===== src/design/bdpc_pkg.sv =====
// Shared types, constants and register codes for the button press classifier.
package bdpc_pkg;

  localparam int TIME_WIDTH = 32;
  localparam int CFG_INDEX_WIDTH = 8;

  typedef logic [TIME_WIDTH-1:0] time_t;
  typedef logic [CFG_INDEX_WIDTH-1:0] cfg_index_t;

  // register indexes on the configuration port
  localparam cfg_index_t REG_DEBOUNCE_TIME = cfg_index_t'(0);
  localparam cfg_index_t REG_LONG_PRESS_TIME = cfg_index_t'(1);
  localparam cfg_index_t REG_BOOT_WINDOW_TIME = cfg_index_t'(2);
  localparam cfg_index_t REG_RECOVERY_HOLD_TIME = cfg_index_t'(3);

  localparam time_t DEBOUNCE_TIME_RESET = time_t'(35);
  localparam time_t LONG_PRESS_TIME_RESET = time_t'(1200);
  localparam time_t BOOT_WINDOW_TIME_RESET = time_t'(30000);
  localparam time_t RECOVERY_HOLD_TIME_RESET = time_t'(10000);

  localparam logic LEVEL_PRESSED = 1'b0;
  localparam logic LEVEL_RELEASED = 1'b1;

  typedef enum logic [1:0] {
    EV_NONE     = 2'd0,
    EV_SHORT    = 2'd1,
    EV_LONG     = 2'd2,
    EV_RECOVERY = 2'd3
  } press_event_t;

  typedef struct packed {
    time_t debounce_time;
    time_t long_press_time;
    time_t boot_window_time;
    time_t recovery_hold_time;
  } bdpc_cfg_t;

  typedef struct packed {
    logic  pin_level;
    time_t now_ms;
  } bdpc_sample_t;

endpackage


===== src/design/bdpc_in_if.sv =====
// Sample request channel: raw button level and millisecond timestamp.
interface bdpc_in_if
  import bdpc_pkg::*;
();
  logic  valid;
  logic  ready;
  logic  pin_level;
  time_t now_ms;

  modport source (output valid, output pin_level, output now_ms, input ready);
  modport sink (input valid, input pin_level, input now_ms, output ready);
endinterface


===== src/design/bdpc_out_if.sv =====
// Result request channel: classified press event.
interface bdpc_out_if;
  logic       valid;
  logic       ready;
  logic [1:0] press_event;

  modport source (output valid, output press_event, input ready);
  modport sink (input valid, input press_event, output ready);
endinterface


===== src/design/bdpc_cfg_if.sv =====
// Configuration write channel: register index and write data.
interface bdpc_cfg_if
  import bdpc_pkg::*;
();
  logic       valid;
  logic       ready;
  cfg_index_t index;
  time_t      data;

  modport source (output valid, output index, output data, input ready);
  modport sink (input valid, input index, input data, output ready);
endinterface


===== src/design/bdpc_cfg_regs.sv =====
// Configuration register file for the thresholds and windows.
module bdpc_cfg_regs
  import bdpc_pkg::*;
(
  input  logic       clk,
  input  logic       rst,
  bdpc_cfg_if.sink   cfg,
  output bdpc_cfg_t  cfg_regs
);

  assign cfg.ready = 1'b1;

  always_ff @(posedge clk) begin
    if (rst) begin
      cfg_regs.debounce_time <= DEBOUNCE_TIME_RESET;
      cfg_regs.long_press_time <= LONG_PRESS_TIME_RESET;
      cfg_regs.boot_window_time <= BOOT_WINDOW_TIME_RESET;
      cfg_regs.recovery_hold_time <= RECOVERY_HOLD_TIME_RESET;
    end else if (cfg.valid && cfg.ready) begin
      unique case (cfg.index)
        REG_DEBOUNCE_TIME:      cfg_regs.debounce_time <= cfg.data;
        REG_LONG_PRESS_TIME:    cfg_regs.long_press_time <= cfg.data;
        REG_BOOT_WINDOW_TIME:   cfg_regs.boot_window_time <= cfg.data;
        REG_RECOVERY_HOLD_TIME: cfg_regs.recovery_hold_time <= cfg.data;
        default: ; // drop writes to unknown indexes
      endcase
    end
  end

endmodule


===== src/design/bdpc_core.sv =====
// Debounce and press classification state with its single-pass update logic.
module bdpc_core
  import bdpc_pkg::*;
(
  input  logic         clk,
  input  logic         rst,
  input  bdpc_cfg_t    cfg_regs,
  input  logic         advance,
  input  bdpc_sample_t sample,
  output press_event_t press_event
);

  logic  stable_level, stable_level_next;
  logic  last_level;
  time_t change_time, change_time_next;
  time_t press_time, press_time_next;
  time_t window_start, window_start_next;
  logic  long_done, long_done_next;
  logic  boot_press, boot_press_next;
  logic  window_started;

  logic  level_changed;
  time_t since_change;
  logic  level_accepted;
  logic  press_edge;
  time_t held;

  always_comb begin
    window_start_next = window_started ? window_start : sample.now_ms;
    level_changed = (sample.pin_level != last_level);
    change_time_next = level_changed ? sample.now_ms : change_time;
    since_change = sample.now_ms - change_time_next;
    level_accepted = (since_change >= cfg_regs.debounce_time)
                     && (sample.pin_level != stable_level);
    press_edge = level_accepted && (sample.pin_level == LEVEL_PRESSED);

    stable_level_next = level_accepted ? sample.pin_level : stable_level;
    press_time_next = press_time;
    long_done_next = long_done;
    boot_press_next = boot_press;
    press_event = EV_NONE;
    held = sample.now_ms - press_time;

    if (press_edge) begin
      press_time_next = sample.now_ms;
      long_done_next = 1'b0;
      boot_press_next = (sample.now_ms - window_start_next) <= cfg_regs.boot_window_time;
      held = '0;
    end

    if (level_accepted && (sample.pin_level == LEVEL_RELEASED) && !long_done) begin
      // release ends the press; a boot press held past the long threshold counts long
      if (boot_press && (held >= cfg_regs.long_press_time)) begin
        long_done_next = 1'b1;
        press_event = EV_LONG;
      end else begin
        press_event = EV_SHORT;
      end
    end else if ((stable_level_next == LEVEL_PRESSED) && !long_done_next
                 && (held >= cfg_regs.long_press_time)) begin
      if (boot_press_next) begin
        if (held >= cfg_regs.recovery_hold_time) begin
          long_done_next = 1'b1;
          press_event = EV_RECOVERY;
        end
      end else begin
        long_done_next = 1'b1;
        press_event = EV_LONG;
      end
    end
  end

  always_ff @(posedge clk) begin
    if (rst) begin
      stable_level <= LEVEL_RELEASED;
      last_level <= LEVEL_RELEASED;
      change_time <= '0;
      press_time <= '0;
      window_start <= '0;
      long_done <= 1'b0;
      boot_press <= 1'b0;
      window_started <= 1'b0;
    end else if (advance) begin
      stable_level <= stable_level_next;
      last_level <= sample.pin_level;
      change_time <= change_time_next;
      press_time <= press_time_next;
      window_start <= window_start_next;
      long_done <= long_done_next;
      boot_press <= boot_press_next;
      window_started <= 1'b1;
    end
  end

endmodule


===== src/design/button_debounce_press_classifier.sv =====
// Top level: sample register, classifier core and result register.
//
//   channel  | modport | moves                          | accepted when
//   in_ch    | sink    | pin_level, now_ms              | in_ch.valid && in_ch.ready
//   out_ch   | source  | press_event                    | out_ch.valid && out_ch.ready
//   cfg      | sink    | index, data                    | cfg.valid && cfg.ready (always ready)
//
// One sample per cycle sustained while out_ch accepts results; a stall holds the flow.
// The sample register feeds the classifier, whose state and the result register load together.
// A stalled result holds the result register; the sample register keeps taking a request
// while it is empty or while its content can move on.
// rst is synchronous: all thresholds return to their reset values and the boot window rearms.
module button_debounce_press_classifier
  import bdpc_pkg::*;
(
  input  logic        clk,
  input  logic        rst,
  bdpc_in_if.sink     in_ch,
  bdpc_out_if.source  out_ch,
  bdpc_cfg_if.sink    cfg
);

  bdpc_cfg_t    cfg_regs;
  logic         s1_valid;
  bdpc_sample_t s1_sample;
  logic         out_valid;
  press_event_t out_event;
  press_event_t core_event;
  logic         s2_open;
  logic         advance;

  assign s2_open = !out_valid || out_ch.ready;
  assign advance = s1_valid && s2_open;
  assign in_ch.ready = !s1_valid || s2_open;
  assign out_ch.valid = out_valid;
  assign out_ch.press_event = out_event;

  bdpc_cfg_regs u_cfg_regs (
    .clk      (clk),
    .rst      (rst),
    .cfg      (cfg),
    .cfg_regs (cfg_regs)
  );

  bdpc_core u_core (
    .clk         (clk),
    .rst         (rst),
    .cfg_regs    (cfg_regs),
    .advance     (advance),
    .sample      (s1_sample),
    .press_event (core_event)
  );

  always_ff @(posedge clk) begin
    if (rst) begin
      s1_valid <= 1'b0;
    end else if (in_ch.ready) begin
      s1_valid <= in_ch.valid;
    end
  end

  always_ff @(posedge clk) begin
    if (in_ch.valid && in_ch.ready) begin
      s1_sample.pin_level <= in_ch.pin_level;
      s1_sample.now_ms <= in_ch.now_ms;
    end
  end

  always_ff @(posedge clk) begin
    if (rst) begin
      out_valid <= 1'b0;
    end else if (s2_open) begin
      out_valid <= s1_valid;
    end
  end

  always_ff @(posedge clk) begin
    if (advance) begin
      out_event <= core_event;
    end
  end

endmodule


===== src/flat_wrapper.sv =====
// flat-port wrapper written by rule: the top's interface ports become plain ports
module button_debounce_press_classifier_flat import bdpc_pkg::*;
  (clk, rst, in_ch_valid, in_ch_pin_level, in_ch_now_ms, in_ch_ready, out_ch_valid, out_ch_press_event, out_ch_ready, cfg_valid, cfg_index, cfg_data, cfg_ready);
  bdpc_in_if in_ch_i ();
  bdpc_out_if out_ch_i ();
  bdpc_cfg_if cfg_i ();
  input  logic clk;
  input  logic rst;
  input wire logic [$bits(in_ch_i.valid)-1:0] in_ch_valid;
  input wire logic [$bits(in_ch_i.pin_level)-1:0] in_ch_pin_level;
  input wire logic [$bits(in_ch_i.now_ms)-1:0] in_ch_now_ms;
  output wire logic [$bits(in_ch_i.ready)-1:0] in_ch_ready;
  output wire logic [$bits(out_ch_i.valid)-1:0] out_ch_valid;
  output wire logic [$bits(out_ch_i.press_event)-1:0] out_ch_press_event;
  input wire logic [$bits(out_ch_i.ready)-1:0] out_ch_ready;
  input wire logic [$bits(cfg_i.valid)-1:0] cfg_valid;
  input wire logic [$bits(cfg_i.index)-1:0] cfg_index;
  input wire logic [$bits(cfg_i.data)-1:0] cfg_data;
  output wire logic [$bits(cfg_i.ready)-1:0] cfg_ready;
  assign in_ch_i.valid = in_ch_valid;
  assign in_ch_i.pin_level = in_ch_pin_level;
  assign in_ch_i.now_ms = in_ch_now_ms;
  assign in_ch_ready = in_ch_i.ready;
  assign out_ch_valid = out_ch_i.valid;
  assign out_ch_press_event = out_ch_i.press_event;
  assign out_ch_i.ready = out_ch_ready;
  assign cfg_i.valid = cfg_valid;
  assign cfg_i.index = cfg_index;
  assign cfg_i.data = cfg_data;
  assign cfg_ready = cfg_i.ready;
  button_debounce_press_classifier u_core (.clk(clk), .rst(rst), .in_ch(in_ch_i), .out_ch(out_ch_i), .cfg(cfg_i));
endmodule

===== config.mk =====
export PLATFORM = sky130hd
export DESIGN_NAME = button_debounce_press_classifier_flat
export DESIGN_NICKNAME = d
export VERILOG_FILES = /design/src/design/bdpc_pkg.sv /design/src/design/bdpc_in_if.sv /design/src/design/bdpc_out_if.sv /design/src/design/bdpc_cfg_if.sv /design/src/design/bdpc_cfg_regs.sv /design/src/design/bdpc_core.sv /design/src/design/button_debounce_press_classifier.sv /design/src/flat_wrapper.sv
export SDC_FILE = /design/constraint.sdc
export NUM_CORES = 1
export LEC_CHECK = 0
export BUFFER_PORTS_ARGS = -buffer_cell sky130_fd_sc_hd__buf_2
export CORE_MARGIN = 5
export CORE_UTILIZATION = 40
export CTS_BUF_LIST = sky130_fd_sc_hd__clkbuf_8 sky130_fd_sc_hd__clkbuf_16
export CTS_CLUSTER_SIZE = 25
export DETAILED_ROUTE_END_ITERATION = 12
export PLACE_DENSITY = 0.59
export SETUP_SLACK_MARGIN = 0.1
export SLEW_MARGIN = 15
export SYNTH_ARGS = -nofsm -noshare
export SYNTH_HDL_FRONTEND = slang
export SYNTH_SLANG_ARGS = --single-unit

===== constraint.sdc =====
create_clock -name clk -period 8.4 [get_ports clk]
set_input_delay 1.26 -clock clk [delete_from_list [all_inputs] [get_ports clk]]
set_output_delay 1.26 -clock clk [all_outputs]
set_load 0.005 [all_outputs]

==> reports/results.ini <==
[cells_and_area]
finish.utilization_pct=46.0
n_antenna_cell=0
area_growth_pct=13.4
fin_nets=2567
layout-drive-gt1-share_pct=8.36

[pwr]
p_comb_share_pct=30.7
power_density_nw_per_um2=211
p_sw_share_pct=32.7
p_total_mw=4.20
p_int_mw=2.83
peakVddDrop_mv=0.108
power_frac_clock_pct=36.4
pwr-share-seq_pct=32.9
leakage_nw=7.83
p_sw_mw=1.37

[synthesis]
synth_fp_nets=2509
synth_seq_area_share_pct=32.3
netlist_top_cells_count=406 x nand2_1, 262 x a21oi_1, 231 x dfxtp_1, 214 x ha_1, 188 x inv_1
synth_edf_count=35
synthesis.area_um2=17600
synth_area_leader_cell=dfxtp_1
post-synth-top-count-cell=nand2_1
synth_area_leaders=dfxtp_1 26%, ha_1 15%, nand2_1 8.7%, a21oi_1 7.5%, edfxtp_1 6.0%
synth_seq_cells=266
synth_flop_cell=dfxtp_1
synthArstFlopShare_pct=0
synth.avg_cell_area_um2=7.92
netlist_instances=2215
synthDistinctLibCells=70
yosys_warnings=0
synth_top_area_share_pct=26.3

[critical_path]
cp-start-kind=flip-flop
worstSetupPathType=reg2reg
worst-path-max-fanout=18
cp.required_ps=8700
slowest_stage=or4b_4
r2r_slack_ps=510
r2r_end=u_core.out_ch.press_event[0]
path_common_cell=ha_1
critPathCaptureType=flip-flop
r2r-start=u_core.s1_sample[32]
critPathArrivalTime_ps=8190
cp_slowest_stage_delay_ps=600
rr_worst_depth=34

[sta]
fin_ws_ps=511
hold_violations=0
rsz0062_at_grt=false
tightest_slew_ps=1040
fin_skew_ps=20.2
slew_violations=0
fin_crit_sh_pct=93.9
fmax_mhz=127
setup_tns_ps=0
slew_headroom_pct=30.9
setup-violations-final=0
final.min_clock_period_ps=7890

[place]
place_ws_ps=308
place_congestion=0.883
port_buffers=81
dp_hpwl_um=37000

[global_route]
grt_antenna_before_repair=0
first_global_vias=14896
grt_overflow=0
grt_max_degree=150
grt_first_pass_wirelength_um=78700
grtUsageTotal_pct=20.4

[clocking]
cts_max_level=2
cts.sinks=266
clkLatencyLatePin_ps=540
clk_pin_slew_worst_paths_ps=60
clock_path_buffers=3
numCtsBuffers=35
cts_root_buffer=clkbuf_16
postCtsHoldBufs=0
tritoncts=yes

[routing]
final_antenna_net_count=0
viasPerCell=5.32
wl_per_cell_um=17.3
wl_met3_um=1580
firstDrtPassIters=6
dr.first_iter.drc_count=811
route.detailed.drc=0
m1WireLength_um=22200
wl_met2_um=24600
vias=15325
top_layer_used=met4
wirelength_um=49900

[hold_path]
hold_end=u_core.u_core.press_time[3]
hold_class=reg2reg
hold_start=u_core.u_core.press_time[3]
holdPathStages=2

[flow_run]
maxCapViolCount=0

[status]
status=complete, no violations

[die]
core_area_um2=43300
rows=76
ioPinCount=83
die_x_um=219
start_util_pct=40.6
dieHeight_um=219
die_area_um2=48200

[state kept, by name (all words and copies together), names as in the netlist]
name and count:
u_core.u_core.stable_level 1, u_core.u_core.window_started 1, u_core.u_core.change_time 32, u_core.out_ch.press_event 2, u_core.s1_valid 1, u_core.u_core.long_done 1, u_core.u_core.press_time 32, u_core.s1_sample 33
u_core.out_ch.valid 1, u_core.u_cfg_regs.cfg_regs 128, u_core.u_core.window_start 32, u_core.u_core.boot_press 1, u_core.u_core.last_level 1
[critical path: cells and delay by family, from the launching register on]
kind	cells	cell delay, ps
DFF	1	470
muxes	1	270
and+or+nand+nor	8	1670
buffers and inverters	3	530
xor gates and xnor gates	2	430
adders and majority gates	3	890
AOI/OAI and AO/OA	17	3400
[stage by stage]
stage / hold WS, ps / cell area (µm²) / instances
2_1_floorplan: 436 / 17600 / 2215
3_3_place_gp: 442 / 18600 / 2813
3_5_place_dp: 447 / 18600 / 2813
4_1_cts: 454 / 19800 / 2875
5_1_grt: 466 / 19900 / 2883
6_report: 453 / 19900 / 2883
[area by class of cell]
| type | count | area (µm²) |
|---|---|---|
| Inverter | 189 | 711 |
| Multi-Input combinational cell | 1670 | 10900 |
| Tap cell | 585 | 732 |
| Clock buffer | 42 | 1010 |
| Timing Repair Buffer | 111 | 692 |
| Fill cell | 4333 | 23400 |
| Clock inverter | 20 | 174 |
| Sequential cell | 266 | 5680 |
[cells in the final DEF, fill, tap and decap left out, types with 26 or more instances in the layout]
| cell type | n |
|---|---|
| a21oi_1 | 261 |
| mux2i_1 | 55 |
| edfxtp_1 | 35 |
| nor2_1 | 147 |
| clkbuf_16 | 39 |
| a21o_1 | 59 |
| xor2_1 | 35 |
| nand3_1 | 34 |
| o211ai_1 | 30 |
| a211oi_1 | 69 |
| buf_4 | 26 |
| xnor2_1 | 52 |
| dfxtp_1 | 230 |
| buf_2 | 80 |
| o21ai_0 | 65 |
| inv_1 | 197 |
| ha_1 | 213 |
| nand2_1 | 406 |
[logic make-up after synthesis]
kind of cell    share of synthesized area (%)
xor+xnor                                 4.39
other cells                            0.0214
mux                                      3.20
buf+inv                                  6.00
fa+ha+maj                                15.7
flops                                    32.3
compound gates                           21.1
simple gates                             17.3
[power groups by stage]
stage | Combinational, mW | Sequential (mW) | Clock, mW
after floorplan | 0.941 | 1.39 | 0
after global placement | 1.22 | 1.41 | 0
after detailed placement | 1.25 | 1.41 | 0
after CTS | 1.26 | 1.38 | 1.57
after global routing | 1.46 | 1.39 | 1.62
final | 1.29 | 1.38 | 1.53
[layer usage]
metal  up-vias  global-route usage [%]
met5         -                       0
met4         0                    6.97
met3        77                    2.50
met2       259                    36.6
met1      7155                    25.2
li1       7834                       -
[how the worst max path moves through the flow]
stage                          from                            to  slack, ps
2_1_floorplan  u_core.s1_sample[32]  u_core.out_ch.press_event[1]        320
3_3_place_gp   u_core.s1_sample[32]  u_core.out_ch.press_event[1]        420
3_5_place_dp   u_core.s1_sample[32]  u_core.out_ch.press_event[1]        310
4_1_cts        u_core.s1_sample[32]  u_core.out_ch.press_event[1]        280
5_1_grt        u_core.s1_sample[32]  u_core.out_ch.press_event[0]         60
6_report       u_core.s1_sample[32]  u_core.out_ch.press_event[0]        510
[timing repair]
action,CTS,global route
resized for setup,0,12
endpoints found under the setup margin,0,3
hold endpoints to repair,0,0
buffers inserted,0,7
(Power assumes the default switching activity.)
